File: config.mk
export PLATFORM = sky130hd
export DESIGN_NAME = scba_seq
export DESIGN_NICKNAME = d
export VERILOG_FILES = /design/src/rtl/core/scba_pkg.sv /design/src/rtl/core/scba_seq.sv
export SDC_FILE = /design/constraint.sdc
export NUM_CORES = 1
export LEC_CHECK = 0
export BUFFER_PORTS_ARGS = -buffer_cell sky130_fd_sc_hd__buf_2
export CORE_AREA = 2 2 39 41
export DETAILED_ROUTE_END_ITERATION = 10
export DIE_AREA = 0 0 41 43
export SETUP_SLACK_MARGIN = 0.5
export SYNTH_ARGS = -nofsm -noshare
export SYNTH_HDL_FRONTEND = slang
export SYNTH_SLANG_ARGS = --single-unit
File: constraint.sdc
create_clock -name clk -period 2.05 [get_ports clk]
set_input_delay 0.3075 -clock clk [delete_from_list [all_inputs] [get_ports clk]]
set_output_delay 0.3075 -clock clk [all_outputs]
set_load 0.05 [all_outputs]
File: src/rtl/core/scba_pkg.sv
// ----------------------------------------------------------------------------
// scba_pkg
// Shared types, codes, control store and size class table for the
// size class block allocator.
// ----------------------------------------------------------------------------
package scba_pkg;

  // default configuration
  localparam int DEF_CHUNK_BYTES   = 16 * 1024;
  localparam int DEF_MAX_CHUNKS    = 16;
  localparam int DEF_LARGEST_CLASS = 640;
  localparam int DEF_CLASS_COUNT   = 14;

  // number of entries in the size class table
  localparam int TABLE_LEN = 14;

  // transaction field types
  typedef logic [1:0]  op_t;
  typedef logic [15:0] size_t;
  typedef logic [17:0] addr_t;
  typedef logic [1:0]  stat_t;

  // operation codes
  localparam op_t OP_ALLOC = 2'd0;
  localparam op_t OP_FREE  = 2'd1;
  localparam op_t OP_CLEAR = 2'd2;

  // status codes
  localparam stat_t ST_OK        = 2'd0;
  localparam stat_t ST_ZERO      = 2'd1;
  localparam stat_t ST_OVERSIZE  = 2'd2;
  localparam stat_t ST_EXHAUSTED = 2'd3;

  // sequencer step addresses
  localparam int STEP_W = 3;
  typedef logic [STEP_W-1:0] step_t;
  localparam step_t S_IDLE     = 3'd0;
  localparam step_t S_DISPATCH = 3'd1;
  localparam step_t S_POP      = 3'd2;
  localparam step_t S_CARVE    = 3'd3;
  localparam step_t S_CDONE    = 3'd4;
  localparam step_t S_EMIT     = 3'd5;

  // datapath action codes
  localparam int ACT_W = 3;
  typedef logic [ACT_W-1:0] act_t;
  localparam act_t ACT_NOP    = 3'd0;
  localparam act_t ACT_DECODE = 3'd1;
  localparam act_t ACT_POP    = 3'd2;
  localparam act_t ACT_CSTEP  = 3'd3;
  localparam act_t ACT_CDONE  = 3'd4;
  localparam act_t ACT_EMIT   = 3'd5;

  // jump condition codes
  localparam int COND_W = 3;
  typedef logic [COND_W-1:0] cond_t;
  localparam cond_t C_INPUT  = 3'd0;  // go to target once a transaction is taken
  localparam cond_t C_DECODE = 3'd1;  // multiway branch on the decoded request
  localparam cond_t C_GOTO   = 3'd2;  // unconditional jump
  localparam cond_t C_CARVE  = 3'd3;  // stay while more blocks remain to link
  localparam cond_t C_OUTPUT = 3'd4;  // stay until the result register is free

  // decoded request routes
  localparam int ROUTE_W = 2;
  typedef logic [ROUTE_W-1:0] route_t;
  localparam route_t RT_DONE  = 2'd0;
  localparam route_t RT_POP   = 2'd1;
  localparam route_t RT_CARVE = 2'd2;

  // one control store word
  typedef struct packed {
    logic  in_rdy;
    act_t  act;
    cond_t cond;
    step_t tgt;
  } uword_t;

  // sequencer to datapath
  typedef struct packed {
    logic take;
    act_t act;
  } ctrl_t;

  // datapath to sequencer
  typedef struct packed {
    logic   slot_free;
    logic   carve_more;
    route_t route;
  } flags_t;

  // control store
  function automatic uword_t ucode(input step_t step);
    uword_t w;
    unique case (step)
      S_IDLE:     w = '{in_rdy: 1'b1, act: ACT_NOP,    cond: C_INPUT,  tgt: S_DISPATCH};
      S_DISPATCH: w = '{in_rdy: 1'b0, act: ACT_DECODE, cond: C_DECODE, tgt: S_EMIT};
      S_POP:      w = '{in_rdy: 1'b0, act: ACT_POP,    cond: C_GOTO,   tgt: S_EMIT};
      S_CARVE:    w = '{in_rdy: 1'b0, act: ACT_CSTEP,  cond: C_CARVE,  tgt: S_CDONE};
      S_CDONE:    w = '{in_rdy: 1'b0, act: ACT_CDONE,  cond: C_GOTO,   tgt: S_EMIT};
      S_EMIT:     w = '{in_rdy: 1'b1, act: ACT_EMIT,   cond: C_OUTPUT, tgt: S_IDLE};
      default:    w = '{in_rdy: 1'b0, act: ACT_NOP,    cond: C_GOTO,   tgt: S_IDLE};
    endcase
    return w;
  endfunction

  // block size of each class in 16 byte granules
  function automatic logic [5:0] class_granules(input logic [3:0] k);
    logic [5:0] g;
    case (k)
      4'd0:    g = 6'd1;
      4'd1:    g = 6'd2;
      4'd2:    g = 6'd4;
      4'd3:    g = 6'd6;
      4'd4:    g = 6'd8;
      4'd5:    g = 6'd10;
      4'd6:    g = 6'd12;
      4'd7:    g = 6'd14;
      4'd8:    g = 6'd16;
      4'd9:    g = 6'd20;
      4'd10:   g = 6'd24;
      4'd11:   g = 6'd28;
      4'd12:   g = 6'd32;
      4'd13:   g = 6'd40;
      default: g = 6'd0;
    endcase
    return g;
  endfunction

endpackage

File: src/rtl/core/scba_seq.sv
// ----------------------------------------------------------------------------
// scba_seq
// Step counter and control store lookup with conditional jumps.
// ----------------------------------------------------------------------------
module scba_seq (
  input  logic              clk,
  input  logic              rst_n,
  input  logic              in_valid,
  output logic              in_ready,
  input  scba_pkg::flags_t  flags,
  output scba_pkg::ctrl_t   cw
);

  scba_pkg::step_t  step_r;
  scba_pkg::step_t  step_nxt;
  scba_pkg::uword_t uw;
  logic             take;

  // current control word
  assign uw       = scba_pkg::ucode(step_r);
  assign in_ready = uw.in_rdy && ((uw.cond != scba_pkg::C_OUTPUT) || flags.slot_free);
  assign take     = in_ready && in_valid;
  assign cw.take  = take;
  assign cw.act   = uw.act;

  // next step selection
  always_comb begin
    step_nxt = step_r;
    unique case (uw.cond)
      scba_pkg::C_INPUT: begin
        if (take) step_nxt = uw.tgt;
      end
      scba_pkg::C_DECODE: begin
        case (flags.route)
          scba_pkg::RT_POP:   step_nxt = scba_pkg::S_POP;
          scba_pkg::RT_CARVE: step_nxt = scba_pkg::S_CARVE;
          default:            step_nxt = uw.tgt;
        endcase
      end
      scba_pkg::C_GOTO: begin
        step_nxt = uw.tgt;
      end
      scba_pkg::C_CARVE: begin
        if (!flags.carve_more) step_nxt = uw.tgt;
      end
      scba_pkg::C_OUTPUT: begin
        if (flags.slot_free) step_nxt = take ? scba_pkg::S_DISPATCH : uw.tgt;
      end
      default: begin
        step_nxt = scba_pkg::S_IDLE;
      end
    endcase
  end

  // step counter
  always_ff @(posedge clk) begin
    if (!rst_n) begin
      step_r <= scba_pkg::S_IDLE;
    end else begin
      step_r <= step_nxt;
    end
  end

  // a taken transaction is always decoded next
  a_take_dispatch: assert property (@(posedge clk) disable iff (!rst_n)
    take |=> step_r == scba_pkg::S_DISPATCH)
    else $error("taken request not followed by dispatch");

endmodule

==> results of run 1 <==
-- where the power goes --
| part | total, mW | leakage [nW] | switching, mW | internal, mW |
|---|---|---|---|---|
| Sequential | 0.115 | 0.0264 | 0.0292 | 0.0860 |
| Clock | 0.105 | 0.0150 | 0.0316 | 0.0730 |
| Combinational | 0.394 | 0.141 | 0.239 | 0.155 |
| Total | 0.614 | 0.182 | 0.300 | 0.314 |
-- cell type report --
| cell class | instances | area, um^2 | area share, % |
|---|---|---|---|
| Multi-Input combinational cell | 23 | 210 | 50.9 |
| Tap cell | 16 | 20.0 | 4.85 |
| Sequential cell | 3 | 68.8 | 16.7 |
| Clock buffer | 4 | 26.3 | 6.36 |
| Inverter | 2 | 7.51 | 1.82 |
| Timing Repair Buffer | 13 | 80.1 | 19.4 |
-- how the worst min path moves through the flow --
stage	start	endpoint	slack, ns	cells after the start
2_1_floorplan	rst_n	step_r[2]	0.46	1
3_3_place_gp	rst_n	step_r[2]	0.57	2
3_5_place_dp	rst_n	step_r[2]	0.57	2
4_1_cts	rst_n	step_r[2]	0.33	2
5_1_grt	rst_n	step_r[2]	0.33	2
6_report	rst_n	step_r[2]	0.34	2
-- worst reg2reg max path, cell delays in order (launching register included) --
cell	delay (ns)
dfxtp_4	0.34
buf_4	0.17
or4b_4	0.52
a2111oi_2	0.35
-- repair_timing --
item / 4_1_cts / 5_1_grt
endpoints found under the setup margin: 2 / 5
hold endpoints to repair: 0 / 0
cloned: 0 / 0
pin swaps: 2 / 0
buffers inserted: 2 / 0
hold buffers: 0 / 0
resized for setup: 6 / 2
-- placed cells by master (no fill, tap or decap) --
cell type   n
a2111oi_2   1
a211oi_1    1
a21boi_1    1
a21oi_1     1
a21oi_4     1
a221o_1     1
a32o_1      1
and2_1      1
and2_4      1
and2b_1     1
and4b_1     1
and4bb_2    1
buf_2      10
buf_4       2
buf_8       1
clkbuf_1    1
clkbuf_4    3
dfxtp_2     1
dfxtp_4     2
ha_1        1
inv_1       2
nand2_1     2
nand3_1     1
nor2b_1     1
nor3_1      2
nor4_4      1
nor4b_1     1
or2_4       1
or4b_4      1
-- cells by family (layout without fill, tap and decap cells) --
group                    after synthesis  in the layout  share of synthesized area [%]
buffers and inverters                  6             19                           12.9
flip-flops                             3              3                           21.3
adder cells (fa/ha/maj)                1              1                           4.44
AND/OR/NAND/NOR                       15             15                           40.0
AO/OA/AOI/OAI                          7              7                           21.3
-- per-layer routing --
layer  vias to the layer above  part of all wire, %
met1                       123                   51
met4                         0                    0
met3                         0                  7.0
met2                        10                   42
li1                        143                    -
met5                         -                    0
==> metrics.md, run 1 <==
| Metric | Value |
|---|---|
| Status | complete, no violations |
| Drt initial violations | 3 |
| Setup ws final | 0.506 ns |
| Clk buf depth | 2 |
| GRT Resource Usage Total | 9.02% |
| Core area | 1380 um^2 |
| Largest net degree at the start of global routing | 11 |
| Post-DP HPWL | 436 um |
| Reg with most FFs | step_r |
| Peak VDD IR | 0.000390 V |
| Initial DRT Pass Iterations | 4 |
| Inst Count DP | 55 |
| Worst path top cell family by delay | simple AND/OR/NAND/NOR gates |
| IO Count | 12 |
| Unrepaired setup endpoints after global routing | yes |
| Synth area leader | dfxtp_1 |
| GRT overflow | 0 |
| Count of input and output buffers | 11 |
| P per Cell Area | 1490 nW/um^2 |
| Fmax | 648 MHz |
| Crit path depth | 4 |
| Setup violators final | 0 |
| CP required | 1.74 ns |
| WP data arrival | 1.24 ns |
| FP Rows | 14 |
| Synth cell types | 25 |
| Vias in the first global route | 267 |
| Critical Setup Path Class | flip-flop to output port |
| Post-layout util | 29.8% |
| Final total power | 0.614 mW |
| Worst Setup EP | cw[3] |
| Clock sinks | 3 |
| Main synth FF type | dfxtp_1 |
| CP Cell Sequence | or2_4 > a21oi_4 > and2_4 > buf_8 |
| Max transition margin | 73.9% |
| CTS tree | done |
| Leakage Power | 0.182 nW |
| HP Class | primary input to flip-flop |
| Post-synth EDFFs | 0 |
| Clk pin slew, worst setup/hold paths | 0.04 ns |
| Met3 Use GR | 4.71% |
| Hold WS | 0.339 ns |
| Synth warn | 0 |
| Post-DRT Antenna Nets | 0 |
| Clock Latency Late Sink | 0.23 ns |
| Initial antenna violation count | 0 |
| Register area share after synthesis | 21.3% |
| Initial core utilization | 20.3% |
| Synthesized area per cell | 8.80 um^2 |
| Die X | 41 um |
| Nets | 54 |
| Crit end category | output port |
| Worst reg2reg path depth | 3 |
| Number of flip-flops in the largest register | 3 |
| Worst path bufs/invs | 1 |
| Root buffer cell | clkbuf_4 |
| Max-Cap Viols | 0 |
| M1 GR Usage | 12.8% |
| H-tree levels | 1 |
| Final hold violations | 0 |
| Final wirelength | 630 um |
| Top cells by area, synth | dfxtp_1, a2111oi_2, or4b_4 |
| CP max-delay cell | dfxtp_4 |
| Area Growth Syn to Fin | 46.7% |
| CP Launch Point | step_r[2] |
| Post-route cell area | 413 um^2 |
| Reg2Reg Setup Slack | 0.57 ns |
| Inserted Diodes | 0 |
| Top flop regs | step_r: 3 flops |
| Reg-to-reg startpoint | step_r[2] |
| Tcrit/Tclk final | 75.3% |
| Ys async rst share | 0% |
| DR vias/cell | 4.52 |
| Cells after synthesis | 32 |
| Syn Nets | 40 |
| Die Ht | 43 um |
| DP Worst Slack | 0.374 ns |
| CTS Buf Count | 3 |
| DR vias | 276 |
| Max incr delay on CP | 0.34 ns |
| Residual DRC count | 0 |
| Area of the die | 1760 um^2 |
| Share of cells above drive strength 1 | 57.8% |
| DP Area | 345 um^2 |
| Crit start category | flip-flop |
| Final GP Congestion | 0.781 |
| Fill count | 148 |
| WL per Instance | 10.3 um |
| Fin cells | 61 |
| Worst r2r dst | step_r[1] |
| Clock skew | 0.000389 ns |
| Setup TNS | 0 ns |
| Synth Cell Area | 282 um^2 |
| Met2 GRT Util | 10.9% |
| Worst-margin pin slew | 0.389 ns |
| Period minus WS final | 1.54 ns |
| Slew Viols, Final | 0 |
| Global-route wire length before repair | 1.07 mm |
| Worst-path fanout max | 3 |
| Post-synthesis register bit count | 3 |
| Yosys top cell area share | 21.3% |
| Grt peak-use layer | met1 |
| Count leader, synth | dfxtp_1 |
(Power assumes the default switching activity.)
==> run 2, diff against run 1 <==
- clock period: 2.05 -> 1.44 ns (I/O delays scaled with it)
==> metrics.md, run 2 (synthesized netlist as in run 1, its figures left out) <==
| Metric | Value |
|---|---|
| Status | finished, violations left |
| Failing checks | setup timing |
| Nets | 58 |
| Top flop regs | step_r: 3 flops |
| H-tree levels | 1 |
| Most frequent cells in the layout | buf_2, buf_4, buf_6, clkbuf_4 |
| Worst-margin pin slew | 0.299 ns |
| Reg with most FFs | step_r |
| Setup ws final | -0.0116 ns |
| Setup violators final | 2 |
| Unrepaired setup endpoints after global routing | yes |
| Clock skew | 0.00378 ns |
| Max-Cap Viols | 0 |
| Max transition margin | 79.9% |
| P per Cell Area | 1980 nW/um^2 |
| Count of input and output buffers | 11 |
| Initial core utilization | 20.3% |
| Slew Viols, Final | 0 |
| CP Launch Point | step_r[2] |
| Global-route wire length before repair | 1.12 mm |
| DR vias/cell | 4.80 |
| GRT overflow | 0 |
| Clock sinks | 3 |
| Area Growth Syn to Fin | 84.4% |
| Reg-to-reg startpoint | step_r[2] |
| WP data arrival | 1.24 ns |
| Share of cells above drive strength 1 | 73.5% |
| Clk pin slew, worst setup/hold paths | 0.03 ns |
| FP Rows | 14 |
| CP required | 1.22 ns |
| CP max-delay cell | dfxtp_4 |
| IO Count | 12 |
| Max incr delay on CP | 0.34 ns |
| Critical Setup Path Class | flip-flop to output port |
| Area of the die | 1760 um^2 |
| Die X | 41 um |
| Post-DRT Antenna Nets | 0 |
| CTS tree | done |
| Hold_sp | rst_n |
| Clk buf depth | 2 |
| Final total power | 1.03 mW |
| Worst-path fanout max | 4 |
| DR vias | 312 |
| Root buffer cell | clkbuf_4 |
| Initial antenna violation count | 0 |
| Die Ht | 43 um |
| Initial DRT Pass Iterations | 4 |
| Clock Latency Late Sink | 0.23 ns |
| Commonest non-fill, non-tap cell in the layout | buf_2 |
| Post-DP HPWL | 454 um |
| Fmax | 689 MHz |
| Final hold violations | 0 |
| Final wirelength | 706 um |
| CTS Buf Count | 3 |
| Core area | 1380 um^2 |
| CP Cell Sequence | or2_4 > a21oi_4 > and2_4 > buf_8 |
| Largest net degree at the start of global routing | 10 |
| WL per Instance | 10.9 um |
| Crit end category | output port |
| Peak VDD IR | 0.000785 V |
| Residual DRC count | 0 |
| Tcrit/Tclk final | 101% |
| Final GP Congestion | 0.782 |
| GRT Resource Usage Total | 9.65% |
| Period minus WS final | 1.45 ns |
| HP Class | primary input to flip-flop |
| Crit start category | flip-flop |
| Setup TNS | -0.0216 ns |
| Inserted Diodes | 0 |
| Number of flip-flops in the largest register | 3 |
| Vias in the first global route | 295 |
| Leakage Power | 0.214 nW |
| Drt initial violations | 9 |
==> run 2: final cells by class <==
| type | count | area (um^2) |
|---|---|---|
| sequential | 3 | 68.8 |
| tap | 16 | 20.0 |
| multi-input combinational | 23 | 264 |
| clock buffer | 4 | 26.3 |
| fill | 143 | 865 |
| inverter | 2 | 7.51 |
| timing repair buffer | 17 | 133 |
==> run 2: through the flow <==
step,utilization [%],worst slack (ns),cells,instance area (um^2),hold slack (ns)
6_report,37.5,-0.0116,65,519,0.256
5_1_grt,37.5,-0.0712,65,519,0.260
4_1_cts,37.2,-0.0252,65,514,0.244
3_5_place_dp,28.1,-0.0383,59,389,0.489
3_3_place_gp,28.1,-0.0411,59,389,0.481
2_1_floorplan,-,-0.179,32,335,0.370
==> run 2: timing repair <==
item | in CTS | in global routing
endpoints found under the setup margin | 8 | 8
gates resized for setup | 21 | 1
pin swaps | 3 | 0
gates cloned | 0 | 0
buffers inserted | 2 | 0
hold buffers | 0 | 0
==> run 2: worst max-delay path, delay by kind of cell (launching register included) <==
kind                   cells  cell delay [ns]
AO/OA/AOI/OAI              1             0.12
buffers and inverters      1             0.13
AND/OR/NAND/NOR            2             0.41
flip-flops                 1             0.34
==> run 2: path summary, 6_finish.rpt <==
| kind | endpoint | slack (ns) | depth (start not counted) |
|---|---|---|---|
| worst min-delay path | step_r[2] | 0.26 | 2 |
| worst max-delay path | cw[3] | -0.01 | 4 |
| worst max register to register | step_r[1] | -0.01 | 3 |
| worst min register to register | step_r[1] | 0.70 | 2 |
==> run 2: metal layers <==
layer  global-route usage, %  part of all wire (%)  wire length (um)
met5                       0                     0                 0
met4                    7.33                     0                 0
met3                    4.71                   8.4                59
met2                    14.4                    51               358
met1                    9.68                    41               289
==> run 2: power breakdown <==
group          internal [mW]  total (mW)  switching, mW
registers              0.123       0.166         0.0436
clock network          0.104       0.145         0.0417
logic                  0.327       0.716          0.389
==> run 3, diff against run 2 <==
- clock period: 1.44 -> 1.45 ns (I/O delays scaled with it)
==> metrics.md, run 3 (synthesized netlist as in run 1, its figures left out) <==
| Metric | Value |
|---|---|
| Status | finished, violations left |
| Failing checks | setup timing |
| Drt initial violations | 1 |
| Worst-path fanout max | 5 |
| Fill count | 141 |
| Peak VDD IR | 0.000801 V |
| Hold depth | 2 |
| Commonest non-fill, non-tap cell in the layout | buf_2 |
| Root buffer cell | clkbuf_4 |
| Core area | 1380 um^2 |
| Crit end category | output port |
| Leakage Power | 0.229 nW |
| HP Class | primary input to flip-flop |
| Initial core utilization | 20.3% |
| Clk buf depth | 2 |
| Initial DRT Pass Iterations | 2 |
| Most frequent cells in the layout | buf_2, buf_6, buf_4 |
| Number of flip-flops in the largest register | 3 |
| Clock sinks | 3 |
| Setup violators final | 2 |
| Largest net degree at the start of global routing | 10 |
| Post-layout util | 40.1% |
| Initial antenna violation count | 0 |
| Max-Cap Viols | 0 |
| DR vias | 315 |
| Worst Setup EP | cw[3] |
| GRT overflow | 0 |
| CTS tree | done |
| Unrepaired setup endpoints after global routing | yes |
| H-tree levels | 1 |
| Slew Viols, Final | 0 |
| Clk pin slew, worst setup/hold paths | 0.04 ns |
| Share of cells above drive strength 1 | 74.5% |
| CTS Buf Count | 3 |
| CP Launch Point | step_r[0] |
| Period minus WS final | 1.47 ns |
| Nets | 60 |
| Clock skew | 0.000517 ns |
| Fmax | 679 MHz |
| Hold WS | 0.241 ns |
| Reg2Reg Setup Slack | 0.05 ns |
| Reg with most FFs | step_r |
| P per Cell Area | 1990 nW/um^2 |
| Critical Setup Path Class | flip-flop to output port |
| Clock Latency Late Sink | 0.23 ns |
| Post-CTS Hold Buffers | 0 |
| Area Growth Syn to Fin | 97.3% |
| Residual DRC count | 0 |
| Count of input and output buffers | 11 |
| Area of the die | 1760 um^2 |
| Crit start category | flip-flop |
| Top flop regs | step_r: 3 flops |
| Final wirelength | 816 um |
| Post-DRT Antenna Nets | 0 |
| Inserted Diodes | 0 |
| Reg-to-reg startpoint | step_r[0] |
| CP required | 1.23 ns |
| Final hold violations | 0 |
| Max transition margin | 78.4% |
| Global-route wire length before repair | 1.45 mm |
| Worst reg2reg path depth | 4 |
| WL per Instance | 12.2 um |
| Setup ws final | -0.0226 ns |
| WP data arrival | 1.26 ns |
| Post-DP HPWL | 451 um |
| Worst r2r dst | step_r[1] |
| Worst-margin pin slew | 0.319 ns |
| DR vias/cell | 4.70 |
| Die Ht | 43 um |
| Final GP Congestion | 0.750 |
| GRT Resource Usage Total | 12.8% |
| IO Count | 12 |
| Tcrit/Tclk final | 102% |
| Die X | 41 um |
| Vias in the first global route | 353 |
| FP Rows | 14 |
-- run 3: cell types whose count changed in the layout (fill, tap and decap cells not counted), sizes merged --
| cell | change |
|---|---|
| buf | +2 |
-- run 3: power by group --
part	internal (mW)	switching, mW	leakage, nW
Clock	0.103	0.0430	0.0150
Combinational	0.378	0.412	0.188
Sequential	0.125	0.0451	0.0267
-- run 3: metrics by stage --
stage	cell area, um^2	worst slack [ns]	power (mW)	std cells	setup TNS, ns
finish	556	-0.0226	1.11	67	-0.0277
global route	556	-0.0914	1.18	67	-0.181
floorplan	335	-0.170	0.649	32	-0.179
detailed placement	382	-0.0264	0.683	58	-0.0264
global placement	382	-0.0309	0.677	58	-0.0309
CTS	533	-0.0230	1.06	66	-0.0324
-- run 3: worst max-delay path: stages, from the launching register on --
cell and delay [ns]:
dfxtp_4 0.35, or2_4 0.26, a21oi_4 0.12, and2_4 0.16, buf_8 0.13
-- run 3: routing by layer --
layer / up-vias / track usage (%) / part of all wire, %
met3: 4 / 3.66 / 5.1
li1: 156 / - / -
met4: 0 / 13.3 / 3.8
met5: - / 0 / 0
met2: 12 / 18.4 / 51
met1: 143 / 13.2 / 40
-- run 3: timing repair --
item,4_1_cts,5_1_grt
buffers inserted,4,1
pin swaps,6,1
setup endpoints to repair,8,8
gates resized for setup,25,4
-- run 3: how the worst min path moves through the flow --
stage | to | slack [ns] | start
2_1_floorplan | step_r[2] | 0.37 | rst_n
3_5_place_dp | step_r[2] | 0.48 | rst_n
6_report | step_r[2] | 0.24 | rst_n
3_3_place_gp | step_r[2] | 0.48 | rst_n
5_1_grt | step_r[2] | 0.23 | rst_n
4_1_cts | step_r[2] | 0.23 | rst_n
-- run 3: layout make-up --
type                            instances  area (um^2)  share of cell area [%]
Multi-Input combinational cell         23          264                    47.5
Timing Repair Buffer                   19          166                    30.0
Tap cell                               16         20.0                    3.60
Clock buffer                            4         26.3                    4.73
Inverter                                2         7.51                    1.35
Sequential cell                         3         71.3                    12.8
